### src/rtl/core/lkv_cache_pkg.sv
// Shared constants, types and helpers for the LRU key-value cache.
package lkv_cache_pkg;

  // Store geometry.
  localparam int ENTRIES     = 16;
  localparam int KEY_WIDTH   = 32;
  localparam int VALUE_WIDTH = 32;

  // Port widths fixed by the interface.
  localparam int PORT_W = 32;
  localparam int CAP_W  = 5;

  // Cell index, fill count and compare widths.
  localparam int IDX_W = (ENTRIES > 1) ? $clog2(ENTRIES) : 1;
  localparam int CNT_W = $clog2(ENTRIES + 1);
  localparam int CMP_W = (CNT_W > CAP_W) ? CNT_W : CAP_W;

  // Operation codes.
  localparam logic CMD_GET = 1'b0;
  localparam logic CMD_SET = 1'b1;

  // Control broadcast from the top level to every cell.
  typedef struct packed {
    logic             upd;  // move the chain this cycle
    logic [IDX_W-1:0] lim;  // last cell that takes its neighbor's contents
  } lkv_ctl_t;

  // Sign-extend a port key and keep the low KEY_WIDTH bits.
  function automatic logic [KEY_WIDTH-1:0] to_key(input logic [PORT_W-1:0] k);
    logic signed [63:0] ext;
    ext = 64'($signed(k));
    return ext[KEY_WIDTH-1:0];
  endfunction

  // Sign-extend a port value and keep the low VALUE_WIDTH bits.
  function automatic logic [VALUE_WIDTH-1:0] to_value(input logic [PORT_W-1:0] v);
    logic signed [63:0] ext;
    ext = 64'($signed(v));
    return ext[VALUE_WIDTH-1:0];
  endfunction

  // Sign-extend a stored value from VALUE_WIDTH and return the port width.
  function automatic logic [PORT_W-1:0] from_value(input logic [VALUE_WIDTH-1:0] v);
    logic signed [63:0] ext;
    ext = 64'($signed(v));
    return ext[PORT_W-1:0];
  endfunction

endpackage

### src/rtl/core/lkv_cell.sv
// One recency-ordered entry of the cache chain with its own key compare.
module lkv_cell (
  input  logic                                   clk,
  input  logic                                   rst_n,
  input  logic [lkv_cache_pkg::IDX_W-1:0]        cell_idx,
  input  lkv_cache_pkg::lkv_ctl_t                ctl,
  input  logic [lkv_cache_pkg::KEY_WIDTH-1:0]    cmp_key,
  input  logic [lkv_cache_pkg::KEY_WIDTH-1:0]    prev_key,
  input  logic [lkv_cache_pkg::VALUE_WIDTH-1:0]  prev_value,
  input  logic                                   prev_valid,
  output logic [lkv_cache_pkg::KEY_WIDTH-1:0]    key,
  output logic [lkv_cache_pkg::VALUE_WIDTH-1:0]  value,
  output logic                                   valid,
  output logic                                   match
);

  logic [lkv_cache_pkg::KEY_WIDTH-1:0]   key_r;
  logic [lkv_cache_pkg::VALUE_WIDTH-1:0] value_r;
  logic                                  valid_r;
  logic                                  take;

  // This cell moves when it lies at or before the shift limit.
  assign take = ctl.upd && (cell_idx <= ctl.lim);

  // Valid bit: the chain is empty after reset.
  always_ff @(posedge clk) begin
    if (!rst_n) begin
      valid_r <= 1'b0;
    end else if (take) begin
      valid_r <= prev_valid;
    end
  end

  // Key and value payload follow the valid bit.
  always_ff @(posedge clk) begin
    if (take) begin
      key_r   <= prev_key;
      value_r <= prev_value;
    end
  end

  // Associative compare against the broadcast key.
  assign match = valid_r && (key_r == cmp_key);
  assign key   = key_r;
  assign value = value_r;
  assign valid = valid_r;

endmodule

### src/rtl/core/lru_key_value_cache_unit.sv
// Top level of the fully associative LRU key-value cache built as a chain of cells.
//
//   channel  | ports                                        | handshake
//   ---------+----------------------------------------------+-------------------------
//   command  | in_cmd, in_lookup_key, in_write_value        | start high, busy low
//   result   | out_hit, out_read_value, out_evicted         | out_valid, one cycle
//   config   | cfg_wr_data (capacity)                       | cfg_wr_en, no wait
//
// A transaction latches the command on acceptance; busy is then high while every
// cell compares its key and the chain shifts by one position. The result strobe
// follows in the next cycle, while a new command may already be accepted.
// Cell 0 holds the most recent entry.
// Reset is synchronous and empties the chain; the capacity returns to 16.
// The receiver cannot stall the result, so no transaction ever waits on it.
module lru_key_value_cache_unit (
  input  logic                                     clk,
  input  logic                                     rst_n,
  input  logic                                     start,
  output logic                                     busy,
  input  logic                                     in_cmd,
  input  logic signed [lkv_cache_pkg::PORT_W-1:0]  in_lookup_key,
  input  logic signed [lkv_cache_pkg::PORT_W-1:0]  in_write_value,
  input  logic                                     cfg_wr_en,
  input  logic [lkv_cache_pkg::CAP_W-1:0]          cfg_wr_data,
  output logic                                     out_valid,
  output logic                                     out_hit,
  output logic signed [lkv_cache_pkg::PORT_W-1:0]  out_read_value,
  output logic                                     out_evicted
);

  localparam int N = lkv_cache_pkg::ENTRIES;

  // Control and configuration registers.
  logic                                busy_r;
  logic [lkv_cache_pkg::CAP_W-1:0]     cap_r;
  logic [lkv_cache_pkg::CNT_W-1:0]     used_r;
  logic [lkv_cache_pkg::CNT_W-1:0]     used_nxt;

  // Latched command.
  logic                                  op_cmd_r;
  logic [lkv_cache_pkg::KEY_WIDTH-1:0]   op_key_r;
  logic [lkv_cache_pkg::VALUE_WIDTH-1:0] op_value_r;

  // Result registers.
  logic                              out_valid_r;
  logic                              out_hit_r;
  logic [lkv_cache_pkg::PORT_W-1:0]  out_read_value_r;
  logic                              out_evicted_r;
  logic [lkv_cache_pkg::PORT_W-1:0]  read_nxt;
  logic                              evict_nxt;

  // Chain wiring.
  logic [lkv_cache_pkg::KEY_WIDTH-1:0]   cell_key   [N];
  logic [lkv_cache_pkg::VALUE_WIDTH-1:0] cell_value [N];
  logic [N-1:0]                          cell_valid;
  logic [N-1:0]                          cell_match;

  // Head of the chain and decode of the match vector.
  logic [lkv_cache_pkg::VALUE_WIDTH-1:0] head_value;
  logic [lkv_cache_pkg::VALUE_WIDTH-1:0] hit_value;
  logic [lkv_cache_pkg::IDX_W-1:0]       hit_idx;
  logic                                  any_hit;
  logic [lkv_cache_pkg::CMP_W-1:0]       eff_cap;
  logic [lkv_cache_pkg::CMP_W-1:0]       used_ext;
  logic                                  full;
  lkv_cache_pkg::lkv_ctl_t               ctl;

  logic accept;
  assign accept = start && !busy_r;

  // Capacity register.
  always_ff @(posedge clk) begin
    if (!rst_n) begin
      cap_r <= lkv_cache_pkg::CAP_W'(16);
    end else if (cfg_wr_en) begin
      cap_r <= cfg_wr_data;
    end
  end

  // Latch the command on acceptance.
  always_ff @(posedge clk) begin
    if (accept) begin
      op_cmd_r   <= in_cmd;
      op_key_r   <= lkv_cache_pkg::to_key(in_lookup_key);
      op_value_r <= lkv_cache_pkg::to_value(in_write_value);
    end
  end

  // Reduce the one-hot match vector to an index and a value.
  always_comb begin
    hit_idx   = '0;
    hit_value = '0;
    for (int i = 0; i < N; i++) begin
      if (cell_match[i]) begin
        hit_idx   = hit_idx | lkv_cache_pkg::IDX_W'(i);
        hit_value = hit_value | cell_value[i];
      end
    end
  end

  assign any_hit = |cell_match;

  // Effective capacity is clamped to the range one to ENTRIES.
  always_comb begin
    if (cap_r == '0) begin
      eff_cap = lkv_cache_pkg::CMP_W'(1);
    end else if (lkv_cache_pkg::CMP_W'(cap_r) > lkv_cache_pkg::CMP_W'(N)) begin
      eff_cap = lkv_cache_pkg::CMP_W'(N);
    end else begin
      eff_cap = lkv_cache_pkg::CMP_W'(cap_r);
    end
  end

  assign used_ext = lkv_cache_pkg::CMP_W'(used_r);
  assign full     = used_ext >= eff_cap;

  // Decide how far the chain shifts and what the transaction reports.
  always_comb begin
    ctl.upd    = 1'b0;
    ctl.lim    = '0;
    used_nxt   = used_r;
    evict_nxt  = 1'b0;
    read_nxt   = '0;
    head_value = op_value_r;
    if (busy_r) begin
      if (any_hit) begin
        // Hit: the entry moves to the head, the ones before it move down.
        ctl.upd = 1'b1;
        ctl.lim = hit_idx;
        if (op_cmd_r == lkv_cache_pkg::CMD_GET) begin
          head_value = hit_value;
          read_nxt   = lkv_cache_pkg::from_value(hit_value);
        end
      end else if (op_cmd_r == lkv_cache_pkg::CMD_GET) begin
        read_nxt = '1;
      end else if (full) begin
        // Insert over the least recent entry, which drops off the tail.
        ctl.upd   = 1'b1;
        ctl.lim   = lkv_cache_pkg::IDX_W'(used_r - lkv_cache_pkg::CNT_W'(1));
        evict_nxt = 1'b1;
      end else begin
        // Insert at the head; the chain grows into the first empty cell past the tail.
        ctl.upd  = 1'b1;
        ctl.lim  = lkv_cache_pkg::IDX_W'(used_r);
        used_nxt = used_r + lkv_cache_pkg::CNT_W'(1);
      end
    end
  end

  // Cell chain: cell 0 takes the head entry, every other cell its neighbor.
  for (genvar g = 0; g < N; g++) begin : g_cell
    logic [lkv_cache_pkg::KEY_WIDTH-1:0]   pk;
    logic [lkv_cache_pkg::VALUE_WIDTH-1:0] pv;
    logic                                  pval;
    if (g == 0) begin : g_head
      assign pk   = op_key_r;
      assign pv   = head_value;
      assign pval = 1'b1;
    end else begin : g_link
      assign pk   = cell_key[g-1];
      assign pv   = cell_value[g-1];
      assign pval = cell_valid[g-1];
    end
    lkv_cell u_cell (
      .clk        (clk),
      .rst_n      (rst_n),
      .cell_idx   (lkv_cache_pkg::IDX_W'(g)),
      .ctl        (ctl),
      .cmp_key    (op_key_r),
      .prev_key   (pk),
      .prev_value (pv),
      .prev_valid (pval),
      .key        (cell_key[g]),
      .value      (cell_value[g]),
      .valid      (cell_valid[g]),
      .match      (cell_match[g])
    );
  end

  // Sequencing and fill count.
  always_ff @(posedge clk) begin
    if (!rst_n) begin
      busy_r      <= 1'b0;
      out_valid_r <= 1'b0;
      used_r      <= '0;
    end else begin
      busy_r      <= accept;
      out_valid_r <= busy_r;
      used_r      <= used_nxt;
    end
  end

  // Result payload.
  always_ff @(posedge clk) begin
    if (busy_r) begin
      out_hit_r        <= any_hit;
      out_read_value_r <= read_nxt;
      out_evicted_r    <= evict_nxt;
    end
  end

  assign busy           = busy_r;
  assign out_valid      = out_valid_r;
  assign out_hit        = out_hit_r;
  assign out_read_value = out_read_value_r;
  assign out_evicted    = out_evicted_r;

`ifndef SYNTHESIS
  // A result strobe always follows a compare cycle.
  a_strobe_after_busy: assert property (@(posedge clk) disable iff (!rst_n)
    out_valid_r |-> $past(busy_r))
    else $error("result strobe without a preceding compare cycle");

  // Keys in the chain are unique, so at most one cell matches.
  a_single_match: assert property (@(posedge clk) disable iff (!rst_n)
    busy_r |-> $onehot0(cell_match))
    else $error("more than one cell matched the key");

  // The fill count equals the number of valid cells.
  a_count_tracks_valid: assert property (@(posedge clk) disable iff (!rst_n)
    $countones(cell_valid) == int'(used_r))
    else $error("fill count differs from valid cells");

  // An eviction only happens on an insert that missed.
  a_evict_on_miss: assert property (@(posedge clk) disable iff (!rst_n)
    out_valid_r && out_evicted_r |-> !out_hit_r)
    else $error("eviction reported together with a hit");
`endif

endmodule
### config.mk
export PLATFORM = sky130hd
export DESIGN_NAME = lru_key_value_cache_unit
export DESIGN_NICKNAME = d
export VERILOG_FILES = /design/src/rtl/core/lkv_cache_pkg.sv /design/src/rtl/core/lkv_cell.sv /design/src/rtl/core/lru_key_value_cache_unit.sv
export SDC_FILE = /design/constraint.sdc
export NUM_CORES = 2
export LEC_CHECK = 0
export ABC_CLOCK_PERIOD_IN_PS = 13450
export BUFFER_PORTS_ARGS = -buffer_cell sky130_fd_sc_hd__buf_4
export CAP_MARGIN = 5
export CORE_MARGIN = 4
export CORE_UTILIZATION = 67
export DETAILED_ROUTE_END_ITERATION = 6
export PLACE_DENSITY = 0.95
export REMOVE_ABC_BUFFERS = 1
export SLEW_MARGIN = 30
export SYNTH_ARGS = -nofsm -noshare
export SYNTH_HDL_FRONTEND = slang
export SYNTH_SLANG_ARGS = --single-unit
### constraint.sdc
create_clock -name clk -period 13.45 [get_ports clk]
set_input_delay 2.0175 -clock clk [delete_from_list [all_inputs] [get_ports clk]]
set_output_delay 2.0175 -clock clk [all_outputs]
set_load 0.1 [all_outputs]
==> Word level (Yosys, flattened, before mapping) <==
Index checks and enable logic that the tools add are counted.
{ "word_totals": {"register_bits": 1151, "inputBits": 74, "word_cells": 194} }
{ "op_classes": {"addsub": 2, "n_lt_le_gt_ge": 18, "eq_ne": 16, "n_mux": 44, "bitwise_logic": 18, "reduce_logical": 38} }
{ "op_table": {"columns": ["cell", "n"], "rows": [
  ["$mux 32", 22],
  ["$eq 32x32->1", 16],
  ["$or 32x32->32", 15],
  ["$mux 4", 9],
  ["$logic_and 1x1->1", 33],
  ["$le 4x4->1 const A", 8],
  ["$mux 5", 5],
  ["$reduce_or 17->1", 1],
  ["$le 3x4->1 const A", 4],
  ["$reduce_or 16->1", 1],
  ["$mux 3", 4],
  ["$le 1x4->1 const A", 2],
  ["$le 2x4->1 const A", 2],
  ["$add 5x1->5 const B", 1],
  ["$ge 5x5->1", 1],
  ["$gt 5x5->1 const B", 1],
  ["$logic_not 5->1", 1],
  ["$mux 2", 2],
  ["$reduce_and 4->1", 1],
  ["$sub 4x1->4 const B", 1],
  ["$not 1->1", 3],
  ["$mux 1", 2],
  ["$logic_not 1->1", 1]
]} }

==> Logic depth before layout (Yosys ltp) <==
{ "depth": {"depth_word": 36, "depth_mapped": 15} }

==> Modules after synthesis <==
A second synthesis with hierarchy kept.
{ "unflattened": {"hier_cells": 2758, "hier_area_um2": 45783.9} }
{ "by_module_without_submodules": {"columns": ["mod", "n_inst", "cells_each", "area_each_um2", "seq_area_each_um2"], "rows": [
  ["lkv_cell", 16, 126, 2414.8, 1941.9],
  ["lru_key_value_cache_unit", 1, 742, 7146.9, 3213.1]
]} }

==> Worst setup path before layout <==
OpenSTA, ideal clock, no wires.
{ "synth_timing": {"kind": "reg2reg", "from": "register busy_r (netlist: busy)", "to": "register g_cell[6].u_cell.key_r (netlist bit g_cell[6].u_cell.key[0]) (enable)", "setup_ps": 487, "t_arrival_ps": 6680, "required_ps": 12963, "slack_ps": 6284, "stages_incl_launch_ff": 5, "path_buffers": 0, "period_less_slack_ps": 7166, "cell_sequence": "dfxtp_1 o21ai_1 inv_1 o31ai_4 nor2_1"} }
{ "synth_between": {"elab_chain_cells": 3} }
{ "synth_lines": {"columns": ["item", "line_no", "text"], "rows": [
  ["from (decl)", "lru_key_value_cache_unit.sv:34", "logic busy_r;"],
  ["from (signal assigned)", "lru_key_value_cache_unit.sv:187", "busy_r <= accept;"],
  ["$mux 5 (*)", "lru_key_value_cache_unit.sv:125", "if (busy_r) begin"],
  ["$le 3x4->1", "lkv_cell.sv:23", "assign take = ctl.upd && (cell_idx <= ctl.lim);"],
  ["$logic_and 1x1->1 (*)", "lkv_cell.sv:23", null],
  ["named net g_cell[6].u_cell.take", "lkv_cell.sv:20", "logic take;"],
  ["to (signal assigned)", "lkv_cell.sv:37", "key_r <= prev_key;"],
  ["to (decl)", "lkv_cell.sv:17", "logic [lkv_cache_pkg::KEY_WIDTH-1:0] key_r;"]
]} }
Mark *: on every way through the listed nets, which the timed path passes. The rest lies on a longest branch.
A chain may end at the register's enable or synchronous reset.

==> Worst setup path after layout <==
{ "layout_timing": {"from": "register op_key_r (netlist bit g_cell[0].pk[30])", "to": "register g_cell[14].u_cell.key_r (netlist bit g_cell[14].u_cell.key[29]) (enable)"} }
{ "layout_between": {"elab_chain_cells": 21, "elab_cells_between_ends": 52, "cone_classes": "order compare: 1; eq/ne: 16; mux: 17; reduce/logical: 18"} }
{ "layout_lines": {"columns": ["item", "line_no", "text"], "rows": [
  ["from (decl)", "lru_key_value_cache_unit.sv:41", "logic [lkv_cache_pkg::KEY_WIDTH-1:0] op_key_r;"],
  ["from (signal assigned)", "lru_key_value_cache_unit.sv:84", "op_key_r <= lkv_cache_pkg::to_key(in_lookup_key);"],
  ["$eq 32x32->1", "lkv_cell.sv:43", "assign match = valid_r && (key_r == cmp_key);"],
  ["$logic_and 1x1->1", "lkv_cell.sv:43", null],
  ["$mux 1", "lru_key_value_cache_unit.sv:94", "if (cell_match[i]) begin"],
  ["$mux 2 (2 in series)", "lru_key_value_cache_unit.sv:94", null],
  ["$mux 3 (4 in series)", "lru_key_value_cache_unit.sv:94", null],
  ["$mux 4 (8 in series)", "lru_key_value_cache_unit.sv:94", null],
  ["$mux 5 (*)", "lru_key_value_cache_unit.sv:126", "if (any_hit) begin"],
  ["$mux 5 (*)", "lru_key_value_cache_unit.sv:125", null],
  ["$le 4x4->1", "lkv_cell.sv:23", null],
  ["$logic_and 1x1->1 (*)", "lkv_cell.sv:23", null],
  ["named net g_cell[14].u_cell.take", "lkv_cell.sv:20", null],
  ["to (signal assigned)", "lkv_cell.sv:37", null],
  ["to (decl)", "lkv_cell.sv:17", null]
]} }
Marked as above.

==> out/qor.csv <==
stage,metric,value,unit
outcome,outcome,"finished, final reports clean",
power_and_ir_drop,Leak,16.9,nW
run,Max Cap Viol,0,
floorplan,Die Area,73100,sq um
detailed_routing,vias,30200,
min_path,Worst Hold Class,register to register,
clock_tree,clk buf depth,3,
floorplan,Initial Util,68.1,%
global_route,first-pass GRT wire length,208,mm
critical_path,CP Class,register to register,
min_path,hold endpoint,g_cell[1].u_cell.key[8]$_DFFE_PP_,
timing,Slew HR,28.5,%
floorplan,io pins,110,
logic_synthesis,Synth Cell Area,46100,sq um
global_route,initial antenna violation count,3,
placement,buffers added on ports,109,
timing,Worst Clk Skew,0.0543,ns
detailed_routing,post-detailed-route via-to-cell ratio,7.63,
timing,worst setup margin,7.45,ns
critical_path,r2r setup slk,7.45,ns
placement,Detailed Place HPWL,86.8,mm
critical_path,"critical path, cell by cell",buf_4 -> xor2_1 -> nor4_1 -> nand4_1 -> nor4_1 -> a2111oi_0 -> nand4_1 -> o31ai_4 -> nand3_2 -> nor2_4 -> buf_4,
clock_tree,CTS Buf Count,108,
critical_path,Crit path arrival time,6.30,ns
layout,Total Nets Final,3072,
critical_path,CP max stage delay,0.89,ns
critical_path,CP required,13.75,ns
clock_tree,Root Buffer,clkbuf_16,
timing,Final Hold Violating Endpoints,0,
global_route,largest net degree at the start of global routing,66,
timing,FMAX,167,MHz
detailed_routing,Routed WL per cell,36.7,microns
clock_tree,CTS Sinks,1151,
critical_path,crit path launch type,register,
floorplan,Cell Rows,95,
timing,Fin Setup TNS,0,ns
logic_synthesis,Synth area leaders,"edfxtp_1, xor2_1, nor4_1",
global_route,global-route usage over all layers,39.1,%
detailed_routing,DRC Markers,0,
logic_synthesis,Synth Register Bits,1151,
detailed_routing,routed wire length,145,mm
layout,fraction of layout instances using a drive strength above 1,12.7,%
clock_tree,CTS tree,yes,
power_and_ir_drop,Tot Pwr,7.35,mW
critical_path,Worst Path Max Fanout,41,
clock_tree,setup bufs post-CTS,0,
clock_tree,htree depth,3,
logic_synthesis,register area share after synthesis,74.3,%
logic_synthesis,Synth area leader,edfxtp_1,
logic_synthesis,share of flip-flops with an asynchronous set or reset,0,%
layout,fill count,3504,
layout,post-route insts no fill,3955,
clock_tree,CTS Hold Bufs,0,
critical_path,reg-to-reg endpoint,g_cell[14].u_cell.key[29]$_DFFE_PP_,
global_route,vias in the first global route,30700,
critical_path,CP Capture Type,register,
power_and_ir_drop,PD cells,142,nW/um^2
logic_synthesis,cells after synthesis,2825,
timing,Final Max Tran Viols,0,
detailed_routing,initial drt markers,6123,
timing,final setup fails,0,
floorplan,Die Wd,270,microns
logic_synthesis,number of enable flip-flop cells after synthesis,1123,
critical_path,R2R Path Start,g_cell[0].pk[30]$_DFFE_PP_,
timing,final clock period utilization by the worst path,44.6,%
critical_path,Reg2Reg Depth,11,
clock_tree,clock-pin transition on the worst setup and hold timing paths,0.07,ns
logic_synthesis,Yosys top cell area share,73.1,%
logic_synthesis,Synth Flop Type,edfxtp_1,
placement,placed inst area,48200,sq um
layout,Post-Layout Inst Area,51700,sq um
clock_tree,Worst-Skew Late Latency,0.71,ns
layout,area delta synth->final,12.1,%
placement,pre-CTS setup slack,7.55,ns
timing,crit path time final,6.00,ns
timing,Least-Margin Pin Slew,1.07,ns
min_path,hold depth,0,
global_route,total gr overflow,0,
critical_path,Slowest cell on crit path,nor2_4,
min_path,min-delay src,g_cell[0].u_cell.key[8]$_DFFE_PP_,
placement,GPL Wtd Cong,1.07,
floorplan,core area,67800,sq um
timing,RSZ-0062 raised after global routing,false,
detailed_routing,Pre-antenna DRT Iters,7,
layout,Final Util,76.3,%
logic_synthesis,Unique masters post-synth,67,
logic_synthesis,synthesized area per cell,16.3,sq um
logic_synthesis,Syn. warnings,0,
floorplan,DIE HEIGHT,270,microns
clock_tree,Post-CTS Resized,0,
power_and_ir_drop,peak supply drop,0.127,mV
timing,WHS,0.435,ns
detailed_routing,Routed Antenna Nets,0,
placement,Placed Cells,3750,
==> critical path: cells and delay by family, from the launching register on <==
kind / cells / cell delay [ns]
xor gates and xnor gates: 1 / 0.55
DFF: 1 / 0.60
buffers and inverters: 2 / 0.98
AOI/OAI and AO/OA: 2 / 1.27
and+or+nand+nor: 6 / 2.15
==> registers in the layout, summed over array words and instances (netlist names) <==
name                 cells
busy                     1
cap_r                    5
g_cell.pk               32
g_cell.u_cell.key      512
g_cell.u_cell.valid     16
g_cell.u_cell.value    512
op_cmd_r                 1
op_value_r              32
out_evicted              1
out_hit                  1
out_read_value          32
out_valid                1
used_ext                 5
==> cell families after synthesis <==
kind of cell	Yosys count	share of synthesized area, %
xor+xnor	514	9.77
compound gates	373	6.10
buf+inv	147	1.80
flops	1151	74.3
mux	12	0.260
simple gates	621	7.58
fa+ha+maj	7	0.190
==> Yosys cell counts, types with 12 or more instances <==
master    number
xor2_1       441
a21oi_1       76
dfxtp_1       28
nand4_1       56
buf_2         14
nor4_1       198
buf_4         49
a22oi_1      140
a221oi_1      58
nand2_1       51
nor3_1        29
nand3_1       90
xnor2_1       72
nand4b_1      23
a22o_1        60
edfxtp_1    1123
nor2_1       116
clkbuf_1      55
mux2i_1       12
inv_1         15
==> routing by layer <==
layer / global-route usage (%) / part of all wire [%] / up-vias
li1: - / - / 11400
met1: 51.5 / 32 / 14300
met2: 59.1 / 44 / 3577
met3: 12.4 / 17 / 892
met4: 20.7 / 7.0 / 0
met5: 0 / 0 / -
==> cell usage in the layout (no fill, tap or decap), drive strengths merged, types with 5 or more instances in the layout <==
master | netlist | final
nand2b | 11 | 11
nand3 | 91 | 91
and2 | 5 | 5
mux2i | 12 | 12
ha | 7 | 7
inv | 16 | 18
nor4 | 203 | 203
dfxtp | 28 | 28
bufinv | 0 | 7
nor4b | 11 | 11
xor2 | 441 | 441
a21oi | 76 | 76
nand4b | 23 | 23
nor2 | 116 | 116
a22oi | 140 | 140
a221oi | 58 | 58
o21ai | 11 | 11
buf | 75 | 186
clkbuf | 55 | 137
a22o | 60 | 60
nor3 | 32 | 32
nand4 | 56 | 56
clkinv | 1 | 52
xnor2 | 73 | 73
nand2 | 51 | 51
edfxtp | 1123 | 1123
==> how the worst max path moves through the flow <==
stage / from / endpoint / slack (ns) / cells past startpoint
global route: g_cell[0].pk[30]$_DFFE_PP_ / g_cell[14].u_cell.key[23]$_DFFE_PP_ / 7.24 / 11
CTS: g_cell[0].pk[30]$_DFFE_PP_ / g_cell[6].u_cell.value[29]$_DFFE_PP_ / 7.44 / 11
detailed placement: g_cell[0].pk[30]$_DFFE_PP_ / g_cell[6].u_cell.value[13]$_DFFE_PP_ / 7.55 / 11
finish: g_cell[0].pk[30]$_DFFE_PP_ / g_cell[14].u_cell.key[29]$_DFFE_PP_ / 7.45 / 11
global placement: g_cell[0].pk[28]$_DFFE_PP_ / g_cell[11].u_cell.value[4]$_DFFE_PP_ / 7.45 / 10
floorplan: g_cell[0].pk[15]$_DFFE_PP_ / g_cell[11].u_cell.key[0]$_DFFE_PP_ / 4.85 / 9
==> cell type report <==
class / instances / area [sq um] / share of cell area [%]
Multi-Input combinational cell: 1527 / 11300 / 21.8
Inverter: 17 / 63.8 / 0.123
Clock inverter: 63 / 574 / 1.11
Antenna cell: 1 / 2.50 / 0.00484
Clock buffer: 137 / 2880 / 5.57
Timing Repair Buffer: 186 / 1560 / 3.02
Tap cell: 873 / 1090 / 2.11
Sequential cell: 1151 / 34300 / 66.3
==> power breakdown <==
part	internal (mW)	total, mW	switching (mW)
Clock	1.66	3.05	1.39
Combinational	0.0918	0.334	0.242
Sequential	3.93	3.96	0.0297
Total	5.68	7.35	1.67
Note: power is estimated with default switching activity, not from simulation.
